## src/psbf_pkg.sv

```systemverilog
`timescale 1ns / 1ps
// ----------------------------------------------------------------------------
// psbf_pkg
// Shared types and codes for the packet stream byte FIFO.
// ----------------------------------------------------------------------------
package psbf_pkg;

  localparam int DATA_W     = 8;
  localparam int LEN_W      = 11;
  localparam int CAP_W      = 13;
  localparam int STAT_W     = 3;
  localparam int CFG_ADDR_W = 2;
  localparam int S_TDATA_W  = 24;   // data_in, packet_length, first_of_request, pad
  localparam int M_TDATA_W  = 24;   // data_out, free_bytes, pad

  // Result status codes
  localparam logic [STAT_W-1:0] ST_READ      = 3'd0;
  localparam logic [STAT_W-1:0] ST_WRITE_OK  = 3'd1;
  localparam logic [STAT_W-1:0] ST_SIZE_REJ  = 3'd2;
  localparam logic [STAT_W-1:0] ST_NO_SPACE  = 3'd3;
  localparam logic [STAT_W-1:0] ST_EMPTY     = 3'd4;
  localparam logic [STAT_W-1:0] ST_PKT_ENDED = 3'd5;

  // Transaction kinds
  localparam logic KIND_WRITE = 1'b0;
  localparam logic KIND_READ  = 1'b1;

  // Register indexes
  localparam logic [CFG_ADDR_W-1:0] REG_CAPACITY = 2'd0;
  localparam logic [CFG_ADDR_W-1:0] REG_MAX_PKT  = 2'd1;
  localparam logic [CFG_ADDR_W-1:0] REG_MIN_PKT  = 2'd2;
  localparam logic [CFG_ADDR_W-1:0] REG_PKT_MODE = 2'd3;

  // Register reset values
  localparam logic [CAP_W-1:0] CAP_RESET  = 13'd4096;
  localparam logic [LEN_W-1:0] MAXP_RESET = 11'd1024;
  localparam logic [LEN_W-1:0] MINP_RESET = 11'd1;

  // Hard packet length limit
  localparam logic [LEN_W-1:0] MAX_PACKET_BYTES = 11'd1024;

  typedef struct packed {
    logic              kind;
    logic [DATA_W-1:0] data;
    logic [LEN_W-1:0]  plen;
    logic              first;
    logic              last;
  } item_t;

  typedef struct packed {
    logic [STAT_W-1:0] status;
    logic [DATA_W-1:0] data;
    logic              eop;
    logic [CAP_W-1:0]  free;
  } result_t;

endpackage

```

## src/psbf_ctrl.sv

```systemverilog
`timescale 1ns / 1ps
// ----------------------------------------------------------------------------
// psbf_ctrl
// Pointer/count state, config registers, two-step item sequencer, output reg.
// ----------------------------------------------------------------------------
module psbf_ctrl
  import psbf_pkg::*;
#(
  parameter int BUF_BYTES = 4096,
  localparam int AW = $clog2(BUF_BYTES),
  localparam int CW = $clog2(BUF_BYTES + 1)
) (
  input  logic                  clk,
  input  logic                  rst,
  // config
  input  logic                  cfg_we,
  input  logic [CFG_ADDR_W-1:0] cfg_addr,
  input  logic [CAP_W-1:0]      cfg_wdata,
  // item in
  input  logic                  s_valid,
  output logic                  s_ready,
  input  item_t                 s_item,
  // result out
  output logic                  m_valid,
  input  logic                  m_ready,
  output result_t               m_res,
  // byte memory
  output logic                  mem_re,
  output logic                  byte_we,
  output logic [AW-1:0]         byte_waddr,
  output logic [DATA_W-1:0]     byte_wdata,
  output logic [AW-1:0]         byte_raddr,
  input  logic [DATA_W-1:0]     byte_rdata,
  // length memory
  output logic                  len_we,
  output logic [AW-1:0]         len_waddr,
  output logic [LEN_W-1:0]      len_wdata,
  output logic [AW-1:0]         len_raddr,
  input  logic [LEN_W-1:0]      len_rdata
);

  localparam int PW = (CW > LEN_W) ? CW : LEN_W;
  localparam int MW = (CW > CAP_W) ? CW : CAP_W;
  localparam int SW = ((AW > LEN_W) ? AW : LEN_W) + 1;

  localparam logic S_IDLE = 1'b0;
  localparam logic S_EXEC = 1'b1;

  localparam logic [1:0] PH_IDLE       = 2'd0;
  localparam logic [1:0] PH_ACCEPT     = 2'd1;
  localparam logic [1:0] PH_DROP_SIZE  = 2'd2;
  localparam logic [1:0] PH_DROP_SPACE = 2'd3;

  // config registers
  logic [CAP_W-1:0] capacity;
  logic [LEN_W-1:0] max_pkt;
  logic [LEN_W-1:0] min_pkt;
  logic             pkt_mode;

  // sequencer and held item
  logic  state;
  item_t it;

  // FIFO state
  logic [AW-1:0]    head_ptr,     head_ptr_next;
  logic [AW-1:0]    tail_ptr,     tail_ptr_next;
  logic [AW-1:0]    head_idx,     head_idx_next;
  logic [AW-1:0]    tail_idx,     tail_idx_next;
  logic [LEN_W-1:0] offset,       offset_next;
  logic [CW-1:0]    occupied,     occupied_next;
  logic [CW-1:0]    ready_cnt,    ready_cnt_next;
  logic [LEN_W-1:0] wr_remaining, wr_remaining_next;
  logic [1:0]       wr_phase,     wr_phase_next;
  logic             read_ended,   read_ended_next;
  result_t          res_next;

  logic             accept;
  logic             fire;
  logic [CW-1:0]    cap_clamp;
  logic [CW-1:0]    free_now;
  logic [CW-1:0]    free_after;
  logic [LEN_W-1:0] rem_dec;
  logic [LEN_W-1:0] off_inc;
  logic [LEN_W-1:0] skip_len;
  logic [AW-1:0]    head_inc;
  logic [SW-1:0]    skip_sum;
  logic             ended_eff;
  logic             bad_size;
  logic             release_pkt;

  function automatic logic [AW-1:0] ring_inc(input logic [AW-1:0] p);
    ring_inc = (p == AW'(BUF_BYTES - 1)) ? '0 : p + 1'b1;
  endfunction

  function automatic logic [CW-1:0] free_of(input logic [CW-1:0] cap,
                                            input logic [CW-1:0] occ);
    free_of = (cap > occ) ? cap - occ : '0;
  endfunction

  assign s_ready = (state == S_IDLE);
  assign accept  = s_valid && s_ready;
  assign fire    = (state == S_EXEC) && (!m_valid || m_ready);

  // reads are launched at accept, data lands for the execute cycle
  assign mem_re     = accept;
  assign byte_raddr = head_ptr;
  assign len_raddr  = head_idx;

  assign cap_clamp = (MW'(capacity) > MW'(BUF_BYTES)) ? CW'(BUF_BYTES) : CW'(capacity);
  assign free_now  = free_of(cap_clamp, occupied);

  always_comb begin
    head_ptr_next     = head_ptr;
    tail_ptr_next     = tail_ptr;
    head_idx_next     = head_idx;
    tail_idx_next     = tail_idx;
    offset_next       = offset;
    occupied_next     = occupied;
    ready_cnt_next    = ready_cnt;
    wr_remaining_next = wr_remaining;
    wr_phase_next     = wr_phase;
    read_ended_next   = read_ended;
    res_next.status   = ST_SIZE_REJ;
    res_next.data     = '0;
    res_next.eop      = 1'b0;
    byte_we           = 1'b0;
    byte_waddr        = tail_ptr;
    byte_wdata        = it.data;
    len_we            = 1'b0;
    len_waddr         = tail_idx;
    len_wdata         = it.plen;
    rem_dec           = (wr_remaining != '0) ? wr_remaining - 1'b1 : '0;
    off_inc           = offset + 1'b1;
    head_inc          = ring_inc(head_ptr);
    skip_len          = len_rdata - off_inc;
    skip_sum          = SW'(head_inc) + SW'(skip_len);
    ended_eff         = it.first ? 1'b0 : read_ended;
    release_pkt       = 1'b0;
    bad_size          = (it.plen == '0) || (it.plen > MAX_PACKET_BYTES) ||
                        (it.plen < min_pkt) || (it.plen > max_pkt);

    if (skip_sum >= SW'(BUF_BYTES)) begin
      skip_sum = skip_sum - SW'(BUF_BYTES);
    end

    if (it.kind == KIND_WRITE) begin
      if (wr_phase != PH_IDLE) begin
        // continuation byte of an open packet
        if (wr_phase == PH_ACCEPT) begin
          byte_we         = 1'b1;
          tail_ptr_next   = ring_inc(tail_ptr);
          res_next.status = ST_WRITE_OK;
        end else if (wr_phase == PH_DROP_SIZE) begin
          res_next.status = ST_SIZE_REJ;
        end else begin
          res_next.status = ST_NO_SPACE;
        end
        wr_remaining_next = rem_dec;
        if (rem_dec == '0) begin
          if (wr_phase == PH_ACCEPT) begin
            ready_cnt_next = ready_cnt + 1'b1;
            tail_idx_next  = ring_inc(tail_idx);
          end
          wr_phase_next = PH_IDLE;
        end
      end else if (!it.first) begin
        res_next.status = ST_SIZE_REJ;          // stray byte
      end else if (bad_size || (PW'(free_now) < PW'(it.plen))) begin
        res_next.status = bad_size ? ST_SIZE_REJ : ST_NO_SPACE;
        if (it.plen > 11'd1) begin
          wr_phase_next     = bad_size ? PH_DROP_SIZE : PH_DROP_SPACE;
          wr_remaining_next = it.plen - 1'b1;
        end
      end else begin
        res_next.status = ST_WRITE_OK;
        occupied_next   = occupied + CW'(it.plen);
        len_we          = 1'b1;
        byte_we         = 1'b1;
        tail_ptr_next   = ring_inc(tail_ptr);
        if (it.plen == 11'd1) begin
          ready_cnt_next = ready_cnt + 1'b1;
          tail_idx_next  = ring_inc(tail_idx);
        end else begin
          wr_phase_next     = PH_ACCEPT;
          wr_remaining_next = it.plen - 1'b1;
        end
      end
    end else begin
      read_ended_next = ended_eff;
      if (pkt_mode && ended_eff) begin
        res_next.status = ST_PKT_ENDED;
      end else if (ready_cnt == '0) begin
        res_next.status = ST_EMPTY;
      end else begin
        res_next.status = ST_READ;
        res_next.data   = byte_rdata;
        head_ptr_next   = head_inc;
        offset_next     = off_inc;
        if (off_inc >= len_rdata) begin
          res_next.eop = 1'b1;
          release_pkt  = 1'b1;
        end else if (pkt_mode && it.last) begin
          // drop the unread tail of the packet
          head_ptr_next = AW'(skip_sum);
          release_pkt   = 1'b1;
        end
      end
      if (release_pkt) begin
        occupied_next  = (occupied > CW'(len_rdata)) ? occupied - CW'(len_rdata) : '0;
        head_idx_next  = ring_inc(head_idx);
        ready_cnt_next = (ready_cnt != '0) ? ready_cnt - 1'b1 : '0;
        offset_next    = '0;
        if (pkt_mode) begin
          read_ended_next = 1'b1;
        end
      end
      if (pkt_mode && it.last) begin
        read_ended_next = 1'b1;
      end
    end

    if (!fire) begin
      byte_we = 1'b0;
      len_we  = 1'b0;
    end

    free_after    = free_of(cap_clamp, occupied_next);
    res_next.free = CAP_W'(free_after);
  end

  // config writes
  always_ff @(posedge clk) begin
    if (rst) begin
      capacity <= CAP_RESET;
      max_pkt  <= MAXP_RESET;
      min_pkt  <= MINP_RESET;
      pkt_mode <= 1'b0;
    end else if (cfg_we) begin
      unique case (cfg_addr)
        REG_CAPACITY: capacity <= cfg_wdata;
        REG_MAX_PKT:  max_pkt  <= cfg_wdata[LEN_W-1:0];
        REG_MIN_PKT:  min_pkt  <= cfg_wdata[LEN_W-1:0];
        REG_PKT_MODE: pkt_mode <= cfg_wdata[0];
        default:      pkt_mode <= pkt_mode;
      endcase
    end
  end

  // sequencer, state and output handshake
  always_ff @(posedge clk) begin
    if (rst) begin
      state        <= S_IDLE;
      m_valid      <= 1'b0;
      head_ptr     <= '0;
      tail_ptr     <= '0;
      head_idx     <= '0;
      tail_idx     <= '0;
      offset       <= '0;
      occupied     <= '0;
      ready_cnt    <= '0;
      wr_remaining <= '0;
      wr_phase     <= PH_IDLE;
      read_ended   <= 1'b0;
    end else begin
      if (accept) begin
        state <= S_EXEC;
      end else if (fire) begin
        state        <= S_IDLE;
        head_ptr     <= head_ptr_next;
        tail_ptr     <= tail_ptr_next;
        head_idx     <= head_idx_next;
        tail_idx     <= tail_idx_next;
        offset       <= offset_next;
        occupied     <= occupied_next;
        ready_cnt    <= ready_cnt_next;
        wr_remaining <= wr_remaining_next;
        wr_phase     <= wr_phase_next;
        read_ended   <= read_ended_next;
      end
      if (fire) begin
        m_valid <= 1'b1;
      end else if (m_ready) begin
        m_valid <= 1'b0;
      end
    end
  end

  // payload registers
  always_ff @(posedge clk) begin
    if (accept) begin
      it <= s_item;
    end
    if (fire) begin
      m_res <= res_next;
    end
  end

endmodule

```

## config.mk

```make
export PLATFORM = sky130hd
export DESIGN_NAME = psbf_ctrl
export DESIGN_NICKNAME = d
export VERILOG_FILES = /design/src/psbf_pkg.sv /design/src/psbf_ctrl.sv
export SDC_FILE = /design/constraint.sdc
export NUM_CORES = 1
export LEC_CHECK = 0
export ABC_CLOCK_PERIOD_IN_PS = 7500
export BUFFER_PORTS_ARGS = -buffer_cell sky130_fd_sc_hd__buf_2
export CORE_MARGIN = 2
export CORE_UTILIZATION = 50
export CTS_CLUSTER_SIZE = 20
export DETAILED_ROUTE_END_ITERATION = 8
export PLACE_DENSITY_LB_ADDON = 0.15
export SLEW_MARGIN = 40
export SYNTH_ARGS = -nofsm -noshare
export SYNTH_HDL_FRONTEND = slang
export SYNTH_SLANG_ARGS = --single-unit
```

## constraint.sdc

```tcl
create_clock -name clk -period 7.5 [get_ports clk]
set_input_delay 1.5 -clock clk [delete_from_list [all_inputs] [get_ports clk]]
set_output_delay 1.5 -clock clk [all_outputs]
set_load 0.005 [all_outputs]
```

# Yosys cells after proc, flatten, opt, wreduce, memory -nomap -nowiden
# Index checks and enable logic that the tools add are counted.
[totals]
output_inout_bits = 97
elab_cells = 198
inputBits = 61
ff_bits = 184
[op_classes]
n_bitwise = 5
muxes = 82
n_lt_le_gt_ge = 11
eq_ne = 21
n_reduce_logical = 38
n_addsub = 16
[op_table]
columns = ["cell", "count"]
rows = [
  ["13-bit 2-to-1 mux", 17],
  ["12-bit 2-to-1 mux", 17],
  ["11-bit 2-to-1 mux", 9],
  ["12-bit by 1-bit adder with 12-bit output, second input constant", 4],
  ["12-bit == test, second input constant", 4],
  ["13-bit greater-than comparator", 2],
  ["1-bit 2-to-1 mux", 26],
  ["13-bit subtractor", 2],
  ["11-bit zero test", 2],
  ["11-bit by 1-bit subtractor with 11-bit output, second input constant", 2],
  ["2-bit 2-to-1 mux", 9],
  ["8-bit AND reduction", 2],
  ["12-bit by 11-bit adder with 13-bit output", 1],
  ["13-bit by 1-bit adder with 13-bit output, second input constant", 1],
  ["13-bit by 11-bit adder with 13-bit output", 1],
  ["13-bit greater-or-equal comparator, second input constant", 1],
  ["13-bit by 11-bit greater-than comparator with 1-bit output", 1],
  ["13-bit greater-than comparator, second input constant", 1],
  ["13-bit zero test", 1],
  ["13-bit by 11-bit less-than comparator with 1-bit output", 1],
  ["13-bit nonzero test", 1],
  ["13-bit by 1-bit subtractor with 13-bit output, second input constant", 1],
  ["13-bit by 11-bit subtractor with 13-bit output", 1],
  ["3-bit 2-to-1 mux", 4],
  ["30 further kinds", 62],
]

# Longest topological paths before layout
# Gate-level depths: netlist of the first run.
[logic_depth]
ltp_word = 11
mapped_depth = 34
mapped_depth_nobuf = 32

# Least setup slack after synthesis of the first run
# OpenSTA, ideal clock, no wires.
[synth_timing]
path_kind = "reg-to-reg"
from = "register capacity[12]"
to = "register m_res[10] in the netlist's numbering (data pin)"
arrival_ns = 6.476
path_buffers = 3
slack_ns = 0.874
period_less_slack_ns = 6.626
stages_incl_launch_ff = 34
setup_time_ns = 0.149
t_required_ns = 7.351
path_cell_list = "dfxtp_1 clkbuf_1 nor2b_1 ha_1 a21oi_1 a21oi_1 nor2_1 o22ai_1 nor4_1 or3_1 clkbuf_1 nor2_1 ha_1 a21o_1 a21o_1 a211o_1 a21oi_1 o211a_1 o2111ai_1 nand4_2 buf_6 nor2_8 a21oi_1 a221o_1 ha_1 inv_1 ha_1 a31oi_1 maj3_2 a2111oi_2 o22a_2 or2_4 o311ai_1 nor3b_2"
[synth_via]
elab_chain_len = 11
elab_cells_between_ends = 13
classes_between = "add/sub: 2; order compare: 4; mux: 6; reduce/logical: 1"
[synth_lines]
columns = ["element", "line", "source"]
rows = [
  ["from (decl)", "psbf_ctrl.sv:55", "logic [CAP_W-1:0] capacity;"],
  ["from (signal assigned)", "psbf_ctrl.sv:240", "REG_CAPACITY: capacity <= cfg_wdata;"],
  ["13-bit greater-than comparator", "psbf_ctrl.sv:109", "assign cap_clamp = (MW'(capacity) > MW'(BUF_BYTES)) ? CW'(BUF_BYTES) : CW'(capacity);"],
  ["13-bit 2-to-1 mux (*)", "psbf_ctrl.sv:109", ""],
  ["13-bit subtractor / 13-bit greater-than comparator (equally long branches)", "psbf_ctrl.sv:97", "free_of = (cap > occ) ? cap - occ : '0;"],
  ["13-bit 2-to-1 mux (*)", "psbf_ctrl.sv:97", ""],
  ["13-bit by 11-bit less-than comparator with 1-bit output (*)", "psbf_ctrl.sv:168", "end else if (bad_size || (PW'(free_now) < PW'(it.plen))) begin"],
  ["1-bit logical OR (*)", "psbf_ctrl.sv:168", ""],
  ["13-bit 2-to-1 mux (*)", "psbf_ctrl.sv:168", ""],
  ["13-bit 2-to-1 mux (*)", "psbf_ctrl.sv:166", "end else if (!it.first) begin"],
  ["13-bit 2-to-1 mux (*)", "psbf_ctrl.sv:147", "if (wr_phase != PH_IDLE) begin"],
  ["13-bit 2-to-1 mux (*)", "psbf_ctrl.sv:146", "if (it.kind == KIND_WRITE) begin"],
  ["named net occupied_next[0]", "psbf_ctrl.sv:70", "logic [CW-1:0] occupied, occupied_next;"],
  ["13-bit subtractor / 13-bit greater-than comparator (equally long branches)", "psbf_ctrl.sv:97", ""],
  ["to (signal assigned)", "psbf_ctrl.sv:294", "m_res <= res_next;"],
  ["to (decl)", "psbf_ctrl.sv:26", "output result_t m_res,"],
]
# The timed path passes the listed nets; every way through them passes the cells marked *.
# A chain may end at the register's enable or synchronous reset.

# Final worst setup path of the first run
[layout_timing]
from = "register capacity[12]"
to = "output port byte_we"
[layout_via]
elab_chain_len = 11
elab_cells_between_ends = 12
classes_between = "add/sub: 1; order compare: 3; mux: 7; reduce/logical: 1"
[layout_lines]
columns = ["element", "line", "source"]
rows = [
  ["13-bit greater-than comparator", "psbf_ctrl.sv:109", ""],
  ["13-bit 2-to-1 mux (*)", "psbf_ctrl.sv:109", ""],
  ["13-bit subtractor / 13-bit greater-than comparator (equally long branches)", "psbf_ctrl.sv:97", ""],
  ["13-bit 2-to-1 mux (*)", "psbf_ctrl.sv:97", ""],
  ["13-bit by 11-bit less-than comparator with 1-bit output (*)", "psbf_ctrl.sv:168", ""],
  ["1-bit logical OR (*)", "psbf_ctrl.sv:168", ""],
  ["1-bit 2-to-1 mux (*)", "psbf_ctrl.sv:168", ""],
  ["1-bit 2-to-1 mux (*)", "psbf_ctrl.sv:166", ""],
  ["1-bit 2-to-1 mux (*)", "psbf_ctrl.sv:147", ""],
  ["1-bit 2-to-1 mux (*)", "psbf_ctrl.sv:146", ""],
  ["1-bit 2-to-1 mux (*)", "psbf_ctrl.sv:222", "if (!fire) begin"],
  ["to (decl)", "psbf_ctrl.sv:29", "output logic byte_we,"],
]
# Every way passes the cells marked *; elsewhere a longest branch is shown, timed or not.

==> results of run 1 <==
-- metrics by stage --
stage | total power, mW | std cells | area (µm²)
after CTS | 2.62 | 2057 | 14600
after detailed placement | 1.66 | 2025 | 14000
after global placement | 1.65 | 2025 | 14000
after global routing | 2.74 | 2058 | 14700
final | 2.61 | 2058 | 14700
after floorplan | 1.51 | 1589 | 13000
-- placed cells by master (no fill, tap or decap), types with 38 or more instances in the layout --
cell	count
ha_1	104
o21ai_0	77
nand3_1	38
nand2_1	142
edfxtp_1	47
nor3_1	42
xnor2_1	68
inv_1	94
buf_2	156
dfxtp_1	137
a21oi_1	132
nor2_1	173
xor2_1	45
-- worst max-delay path by stage --
stage | endpoint | slack, ns | cells past startpoint
floorplan | m_res[10] | 0.87 | 33
global placement | m_res[6] | 0.52 | 30
detailed placement | m_res[6] | 0.34 | 31
CTS | m_res[6] | 0.31 | 31
global route | m_res[6] | 0.03 | 29
finish | byte_we | 0.56 | 21
-- flip-flops by register name, indices dropped and copies added (netlist names), 12 cells and up --
name,cells
byte_raddr,12
byte_waddr,12
capacity,13
len_raddr,12
len_waddr,12
m_res,25
occupied,13
ready_cnt,13
-- Yosys cell counts (all sizes together) (38+ instances only) --
master,number,area [µm²]
clkbuf,46,173
nand3,38,190
dfxtp,137,2740
nand2,142,533
o21ai,84,424
inv,96,360
xnor2,70,628
nor2,174,669
nor3,46,250
a21oi,134,671
xor2,46,403
edfxtp,47,1410
ha,104,1300
-- power groups by stage --
stage | clock (mW) | combinational [mW] | sequential [mW]
floorplan | 0 | 0.405 | 1.10
CTS | 0.975 | 0.550 | 1.09
finish | 0.954 | 0.564 | 1.09
detailed placement | 0 | 0.545 | 1.11
global route | 1.02 | 0.627 | 1.10
global placement | 0 | 0.540 | 1.11
-- cells by family after synthesis --
logic type                 after synthesis  synth area share (%)
AOI/OAI and AO/OA                      376                  18.5
adders and majority gates              110                  10.8
DFF                                    184                  31.9
buffers and inverters                  174                  5.72
xor gates and xnor gates               116                  7.91
muxes                                   30                  2.43
and+or+nand+nor                        599                  22.8
-- metal layers --
metal	up-vias	share of wire (%)	wire, µm	GRT usage (%)
met2	379	44	15600	41.4
li1	5834	-	-	-
met4	2	2.4	843	8.11
met3	58	6.7	2370	5.37
met1	5433	47	16600	37.1
met5	-	0.037	13	0
-- worst register-to-register path: cells and delay by family (launching register included) --
family,cells,cell delay [ns]
AO/OA/AOI/OAI,12,2.47
XOR/XNOR,1,0.29
adder cells (fa/ha/maj),4,0.94
buffers and inverters,3,0.52
flip-flops,1,0.40
AND/OR/NAND/NOR,9,2.02
-- repair_timing --
item / CTS / global route
buffers inserted: 0 / 1
endpoints found under the setup margin: 0 / 14
hold endpoints to repair: 0 / 0
gates resized for setup: 0 / 5
-- layout make-up --
type / count / area [µm²] / share of cell area [%]
Sequential cell: 184 / 4150 / 28.3
Inverter: 98 / 368 / 2.50
Timing Repair Buffer: 178 / 958 / 6.52
Clock inverter: 15 / 195 / 1.33
Clock buffer: 17 / 425 / 2.89
Multi-Input combinational cell: 1231 / 8180 / 55.6
Tap cell: 335 / 419 / 2.85
==> flow_metrics.py, run 1 <==
metrics = {
    "status": {
        "status": "finished clean",
    },
    "die": {
        "die_h_um": 165,
        "chipWidth_um": 165,
        "initial_core_util_pct": 50.4,
        "num_rows": 59,
        "core_mm2": 0.0258,
        "ios": 158,
        "die_area_mm2": 0.0274,
    },
    "route": {
        "wl_um": 35500,
        "drt_pre_antenna_iters": 5,
        "drc": 0,
        "ant_nets": 0,
        "wl_per_cell_um": 17.2,
        "dr_total_vias": 11700,
        "drtIter0Drc": 1014,
        "vias_per_cell": 5.69,
    },
    "power": {
        "seq_power_share_pct": 41.8,
        "p_int_mw": 1.78,
        "ir_drop_mv": 0.109,
        "powerDensity_mw_per_mm2": 177,
        "pwr-share-comb_pct": 21.6,
        "swShare_pct": 31.7,
        "clkPwrFrac_pct": 36.6,
        "power_switching_uw": 827,
        "leakage_nw": 6.14,
    },
    "synthesis": {
        "yosys_warnings": 0,
        "netlist_area_mm2": 0.0130,
        "synth-edff-count": 47,
        "ys_ff_latch": 184,
        "syn_inst": 1589,
        "ys_seq_area_share_pct": 31.9,
        "synthesis.nets": 1758,
        "avgSynthCellArea_um2": 8.20,
        "async_flop_share_pct": 0,
        "netlist-cell-type-count": 92,
        "synth_ff_type": "dfxtp_1",
    },
    "worst_setup_path": {
        "critPathKind": "flop to output pin",
        "crit_family": "compound AO/OA/AOI/OAI gates",
        "critPathBufInv": 2,
        "path_cells": "nand2b_1, ha_1, inv_1, ha_1, o21ba_2, o41ai_1, o311ai_1, nand2_1, a21o_1, a21oi_1, xor2_1, nor2_1, ha_1, nand4_1, nor2_1, nand2_1, a31o_1, a21boi_1, a21oi_1, nor4_4, buf_2",
        "slowest_delay_ns": 0.55,
        "r2r-start": "capacity[12]",
        "path_max_fanout": 8,
        "r2r_cells": 29,
        "cp-startpoint": "capacity[12]",
        "cpMostUsedCell": "ha_1",
        "worstPathArrival_ns": 5.44,
        "end_kind": "output pin",
        "critPathLaunchType": "flop",
        "r2r_setup_slack_ns": 0.61,
        "critical_path_required_ns": 6.00,
        "r2r_end": "m_res[10]",
        "crit_slowest_cell": "nor4_4",
    },
    "run": {
        "max_cap_viol_count": 0,
    },
    "cts": {
        "cts.sinks": 184,
        "clockBufferDepth": 2,
        "numCtsBuffers": 17,
        "clock_latency_ns": 0.45,
        "root_buffer": "clkbuf_16",
        "clk_pin_slew_ns": 0.08,
        "ctsHoldBuffers": 0,
        "htree_num_levels": 4,
        "cts_tree": "built",
    },
    "timing": {
        "period_minus_slack_ns": 6.94,
        "whs_ns": 0.457,
        "fin_skew_ns": 0.0191,
        "hold_violations": 0,
        "setup_viol": 0,
        "period_share_pct": 92.5,
        "slew_violations": 0,
        "fin_ws_ns": 0.564,
        "fin_tns_setup_ns": 0,
        "rsz0062_at_grt": "no",
        "max_freq_mhz": 144,
        "tightestPinTransition_ns": 0.814,
        "relSlewSlack_pct": 45.8,
    },
    "worst_hold_path": {
        "min_path_type": "flop to flop",
        "hold_end": "min_pkt[3]",
        "hold_depth": 2,
        "hp-start": "min_pkt[3]",
    },
    "final_layout": {
        "drive_gt1_share_pct": 15.2,
        "synthToLayoutAreaGrowth_pct": 12.8,
        "fillers": 2433,
        "n_antenna_cell": 0,
        "nets": 1879,
        "fin_util_pct": 56.9,
    },
    "global_routing": {
        "antenna_found_initial": 1,
        "grt_max_degree": 78,
        "grt_pass1_vias": 11000,
        "overflow": 0,
        "grt_pass1_wl_um": 57400,
        "global_route.usage.total_pct": 26.6,
    },
    "placement": {
        "port_buffers": 157,
        "dp_hpwl_um": 26500,
        "finalWeightedCongestion": 0.931,
        "post-place-ws_ns": 0.338,
    },
}
No activity file was read; power rests on OpenSTA's default activity.
==> run 2: changes to the inputs <==
- CTS_BUF_LIST: unset -> sky130_fd_sc_hd__clkbuf_4 sky130_fd_sc_hd__clkbuf_8
==> run 2 against run 1 <==
Non-clock buffer count stayed put. Clock skew grew 0.0094 ns. Final area fell by 1.3%. Utilization shrank 0.74 points. Largest cell class unchanged.
==> flow_metrics.py, run 2 (synthesized netlist as in run 1, its figures left out) <==
metrics = {
    "status": {
        "status": "finished clean",
    },
    "cts": {
        "numCtsBuffers": 17,
        "cts_tree": "built",
        "htree_num_levels": 4,
        "clockBufferDepth": 2,
        "root_buffer": "clkbuf_8",
        "clock_latency_ns": 0.49,
        "cts.sinks": 184,
        "ctsHoldBuffers": 0,
        "clk_pin_slew_ns": 0.11,
    },
    "global_routing": {
        "global_route.usage.total_pct": 26.5,
        "grt_use_met2_pct": 41.2,
        "grt_busiest_layer": "met2",
        "grtUsageMet3_pct": 5.04,
        "grt.met1_usage_pct": 37.2,
        "antenna_found_initial": 1,
        "grt_pass1_vias": 11000,
        "grt_pass1_wl_um": 57200,
        "overflow": 0,
        "grt_max_degree": 78,
    },
    "die": {
        "chipWidth_um": 165,
        "ios": 158,
        "initial_core_util_pct": 50.4,
        "die_area_mm2": 0.0274,
        "core_mm2": 0.0258,
        "num_rows": 59,
        "die_h_um": 165,
    },
    "timing": {
        "tightestPinTransition_ns": 0.825,
        "setup_viol": 0,
        "fin_skew_ns": 0.0285,
        "max_freq_mhz": 144,
        "slew_violations": 0,
        "period_minus_slack_ns": 6.96,
        "hold_violations": 0,
        "fin_tns_setup_ns": 0,
        "relSlewSlack_pct": 45.0,
        "rsz0062_at_grt": "no",
        "period_share_pct": 92.8,
    },
    "run": {
        "max_cap_viol_count": 0,
    },
    "final_layout": {
        "largest_register_ffs": 25,
        "fillers": 2453,
        "layout_commonest_cell": "nor2_1",
        "n_antenna_cell": 0,
        "synthToLayoutAreaGrowth_pct": 11.3,
        "nets": 1879,
        "fin_cells": 2058,
        "regMostFlops": "m_res",
        "drive_gt1_share_pct": 15.2,
        "mostFrequentLayoutCells": "nor2_1, buf_2, nand2_1",
    },
    "route": {
        "drt_pre_antenna_iters": 5,
        "drc": 0,
        "dr_total_vias": 11700,
        "wl_um": 35500,
        "ant_nets": 0,
        "vias_per_cell": 5.66,
        "drtIter0Drc": 1100,
        "wl_per_cell_um": 17.2,
    },
    "worst_setup_path": {
        "critPathBufInv": 2,
        "critPathLaunchType": "flop",
        "critical_path_required_ns": 6.00,
        "slowest_delay_ns": 0.54,
        "worstPathArrival_ns": 5.46,
        "critPathKind": "flop to output pin",
        "crit_slowest_cell": "nor4_4",
        "path_max_fanout": 8,
        "path_cells": "nand2b_1, ha_1, inv_1, ha_1, o21ba_2, o41ai_1, o311ai_1, nand2_1, a21o_1, a21oi_1, xor2_1, nor2_1, ha_1, nand4_1, nor2_1, nand2_1, a31o_1, a21boi_1, a21oi_1, nor4_4, buf_2",
        "end_kind": "output pin",
        "crit_family": "compound AO/OA/AOI/OAI gates",
        "cpMostUsedCell": "ha_1",
    },
    "worst_hold_path": {
        "min_path_type": "flop to flop",
    },
    "placement": {
        "finalWeightedCongestion": 0.931,
        "dp_hpwl_um": 26500,
        "port_buffers": 157,
        "dp_cells": 2025,
    },
    "power": {
        "leakage_nw": 6.05,
        "ir_drop_mv": 0.100,
        "powerDensity_mw_per_mm2": 165,
    },
}
## run 2: cell counts in the layout (fill, tap and decap cells not counted)
Identical to the previous run, type by type.
## run 2: repair_timing
item	CTS	global route
buffers inserted	0	1
hold endpoints to repair	0	0
endpoints found under the setup margin	0	14
gates resized for setup	0	5
## run 2: per-stage QoR
| step | instance area [µm²] | utilization (%) | worst slack [ns] | hold WS (ns) | power, mW |
|---|---|---|---|---|---|
| 2_1_floorplan | 13000 | - | 0.874 | 0.436 | 1.51 |
| 3_3_place_gp | 14000 | 54.3 | 0.524 | 0.445 | 1.65 |
| 3_5_place_dp | 14000 | 54.3 | 0.338 | 0.447 | 1.66 |
| 4_1_cts | 14500 | 56.0 | 0.313 | 0.465 | 2.39 |
| 5_1_grt | 14500 | 56.2 | 0.0210 | 0.485 | 2.51 |
| 6_report | 14500 | 56.2 | 0.543 | 0.465 | 2.39 |
## run 2: per-layer routing
metal	vias to the layer above	part of all wire, %
met2	349	44
met3	60	6.5
met5	-	0.037
met1	5403	47
met4	2	2.5
li1	5836	-
## run 2: layout make-up
class,count,area (µm²),area share [%]
Clock buffer,17,234,1.61
Clock inverter,15,195,1.35
Inverter,98,368,2.54
Multi-Input combinational cell,1231,8180,56.4
Sequential cell,184,4150,28.6
Tap cell,335,419,2.89
Timing Repair Buffer,178,958,6.61
## run 2: final timing paths
| kind | start | endpoint | slack (ns) | depth (start not counted) |
|---|---|---|---|---|
| worst max-delay path | capacity[12] | byte_we | 0.54 | 21 |
| worst min-delay path | min_pkt[9] | min_pkt[9] | 0.46 | 2 |
| worst max register to register | capacity[12] | m_res[10] | 0.62 | 29 |
| worst min register to register | min_pkt[9] | min_pkt[9] | 0.46 | 2 |
## run 2: tightest hold or removal path, delay by kind of cell, from the launching register on
family,cells,cell delay (ns)
compound gates,1,0.05
simple gates,1,0.05
flops,1,0.33
## run 2: power breakdown
| part | switching [mW] | leakage [nW] | internal, mW |
|---|---|---|---|
| logic | 0.325 | 4.28 | 0.239 |
| clock network | 0.446 | 0.214 | 0.287 |
| registers | 0.0318 | 1.56 | 1.06 |
| total | 0.802 | 6.05 | 1.59 |
==> run 3: changes to the inputs <==
- ABC_AREA: unset -> 1
- HOLD_SLACK_MARGIN: unset -> 0.12
==> run 3 against run 2 <==
Area after synthesis is 3.3% higher. Combinational power increased by 17%. Count of clock-buffer cells in the layout did not move. Synthesized cell count rose by 21%. Utilization shrank 0.49 points. Register-to-register slack better by 0.51 ns. Sequential power about the same. Global-route usage is 0.71 points higher. Critical path type unchanged. Largest power group unchanged.
==> flow_metrics.py, run 3 <==
metrics = {
    "status": {
        "status": "finished clean",
    },
    "cts": {
        "ctsHoldBuffers": 0,
        "htree_num_levels": 4,
        "cts_setup_buffers": 0,
        "numCtsBuffers": 17,
        "cts.sinks": 184,
        "root_buffer": "clkbuf_8",
        "clk_pin_slew_ns": 0.14,
        "cts_tree": "built",
        "clock_latency_ns": 0.50,
        "clockBufferDepth": 2,
        "cts_resized": 0,
    },
    "global_routing": {
        "grt_max_degree": 61,
        "grt_pass1_wl_um": 61500,
        "global_route.usage.total_pct": 27.2,
        "antenna_found_initial": 0,
        "grt_pass1_vias": 11900,
        "overflow": 0,
    },
    "synthesis": {
        "netlist_top_cells_count": "nand2_1, inv_1, nor2_1, a21oi_1, dfxtp_1",
        "ys_seq_area_share_pct": 30.9,
        "synth_most_common_cell": "nand2_1",
        "netlist-cell-type-count": 59,
        "avgSynthCellArea_um2": 7.02,
        "synth-edff-count": 47,
        "synthesis.nets": 2086,
        "ys_ff_latch": 184,
        "yosysTopAreaCell": "dfxtp_1",
        "yosys_warnings": 0,
        "synth_ff_type": "dfxtp_1",
        "netlist_area_mm2": 0.0135,
        "syn_inst": 1917,
        "synthTopCellsByArea": "dfxtp_1, edfxtp_1, ha_1, nand2_1, inv_1",
        "synth_top_area_share_pct": 20.4,
        "async_flop_share_pct": 0,
    },
    "route": {
        "drtIter0Drc": 1059,
        "dr_total_vias": 13000,
        "vias_per_cell": 5.44,
        "drc": 0,
        "ant_nets": 0,
        "drt_pre_antenna_iters": 6,
        "wl_per_cell_um": 16.2,
        "wl_um": 38800,
    },
    "die": {
        "core_mm2": 0.0267,
        "die_h_um": 168,
        "chipWidth_um": 168,
        "ios": 158,
        "initial_core_util_pct": 50.4,
        "num_rows": 60,
        "die_area_mm2": 0.0283,
    },
    "worst_setup_path": {
        "critical_path_required_ns": 6.00,
        "worstPathArrival_ns": 4.94,
        "r2r_cells": 40,
        "slowest_delay_ns": 0.45,
        "r2r_end": "m_res[3]",
        "cpMostUsedCell": "nand2_1",
        "critPathKind": "flop to output pin",
        "crit_slowest_cell": "dfxtp_1",
        "r2r-start": "capacity[6]",
        "critPathLaunchType": "flop",
        "path_max_fanout": 13,
        "r2r_setup_slack_ns": 1.13,
        "end_kind": "output pin",
    },
    "final_layout": {
        "layout_commonest_cell": "nand2_1",
        "fin_cells": 2396,
        "fin_util_pct": 55.7,
        "nets": 2211,
        "drive_gt1_share_pct": 13.4,
        "synthToLayoutAreaGrowth_pct": 10.5,
        "n_antenna_cell": 0,
        "finalInstanceArea_mm2": 0.0149,
        "largest_register_ffs": 25,
        "regMostFlops": "m_res",
        "mostFrequentLayoutCells": "nand2_1, inv_1, nor2_1",
    },
    "placement": {
        "post-place-ws_ns": 1.20,
        "placed_area_mm2": 0.0144,
        "finalWeightedCongestion": 0.951,
        "dp_cells": 2364,
        "port_buffers": 157,
        "dp_hpwl_um": 29900,
    },
    "timing": {
        "rsz0062_at_grt": "no",
        "slew_violations": 0,
        "period_share_pct": 85.9,
        "fin_skew_ns": 0.0296,
        "tightestPinTransition_ns": 0.721,
        "fin_tns_setup_ns": 0,
        "hold_violations": 0,
        "setup_viol": 0,
        "fin_ws_ns": 1.06,
        "relSlewSlack_pct": 51.7,
        "period_minus_slack_ns": 6.44,
        "max_freq_mhz": 155,
    },
    "power": {
        "leakage_nw": 7.03,
        "ir_drop_mv": 0.131,
        "powerDensity_mw_per_mm2": 170,
    },
    "run": {
        "max_cap_viol_count": 0,
    },
    "worst_hold_path": {
        "hp-start": "max_pkt[7]",
        "hold_depth": 2,
        "hold_end": "max_pkt[7]",
        "min_path_type": "flop to flop",
    },
}
[run 3: cell count changes in the layout (fill, tap and decap cells not counted), moves of 25 or more]
cell,change
nand2_1,+198
nor2b_1,-29
inv_1,+200
a21oi_1,+41
xnor2_1,-44
mux2i_1,-28
nand3_1,+57
nand2b_1,-25
o21ai_0,+44
[run 3: worst max path at each step]
stage	start	end	slack, ns
detailed placement	capacity[6]	m_res[3]	1.20
CTS	capacity[6]	byte_we	1.04
finish	capacity[6]	byte_we	1.06
global route	capacity[6]	m_res[3]	0.31
floorplan	capacity[6]	m_res[4]	1.96
global placement	capacity[6]	m_res[3]	1.39
[run 3: cell type report]
| type | instances | area [µm²] |
|---|---|---|
| tap | 341 | 427 |
| inverter | 307 | 1150 |
| sequential | 184 | 4150 |
| multi-input combinational | 1366 | 7830 |
| fill | 2614 | 11800 |
| timing repair buffer | 166 | 856 |
| clock buffer | 17 | 234 |
| clock inverter | 15 | 224 |
[run 3: power breakdown]
| part | internal (mW) | switching [mW] |
|---|---|---|
| logic | 0.233 | 0.426 |
| registers | 1.06 | 0.0348 |
| clock network | 0.275 | 0.495 |
[run 3: per-stage QoR]
step | total power [mW] | hold WS, ns
global route | 2.66 | 0.495
detailed placement | 1.77 | 0.448
floorplan | 1.59 | 0.429
finish | 2.53 | 0.468
global placement | 1.76 | 0.444
CTS | 2.53 | 0.475
[run 3: worst max-delay path, delay by kind of cell, from the launching register on]
kind,cells,cell delay (ns)
simple gates,18,2.06
flops,1,0.45
compound gates,3,0.58
fa+ha+maj,2,0.55
buf+inv,5,0.81
[run 3: per-layer routing]
| layer | routed length, µm | GRT usage [%] | vias up |
|---|---|---|---|
| met5 | 0 | 0 | - |
| met1 | 18200 | 37.9 | 5969 |
| met4 | 819 | 6.90 | 0 |
| met2 | 17300 | 44.2 | 428 |
| li1 | - | - | 6573 |
| met3 | 2450 | 4.42 | 56 |
[run 3: cells by family after synthesis]
kind of cell	Yosys count	share of synthesized area [%]
fa+ha+maj	108	10.3
compound gates	407	17.3
xor+xnor	74	4.81
simple gates	777	25.8
flops	184	30.9
buf+inv	367	11.0
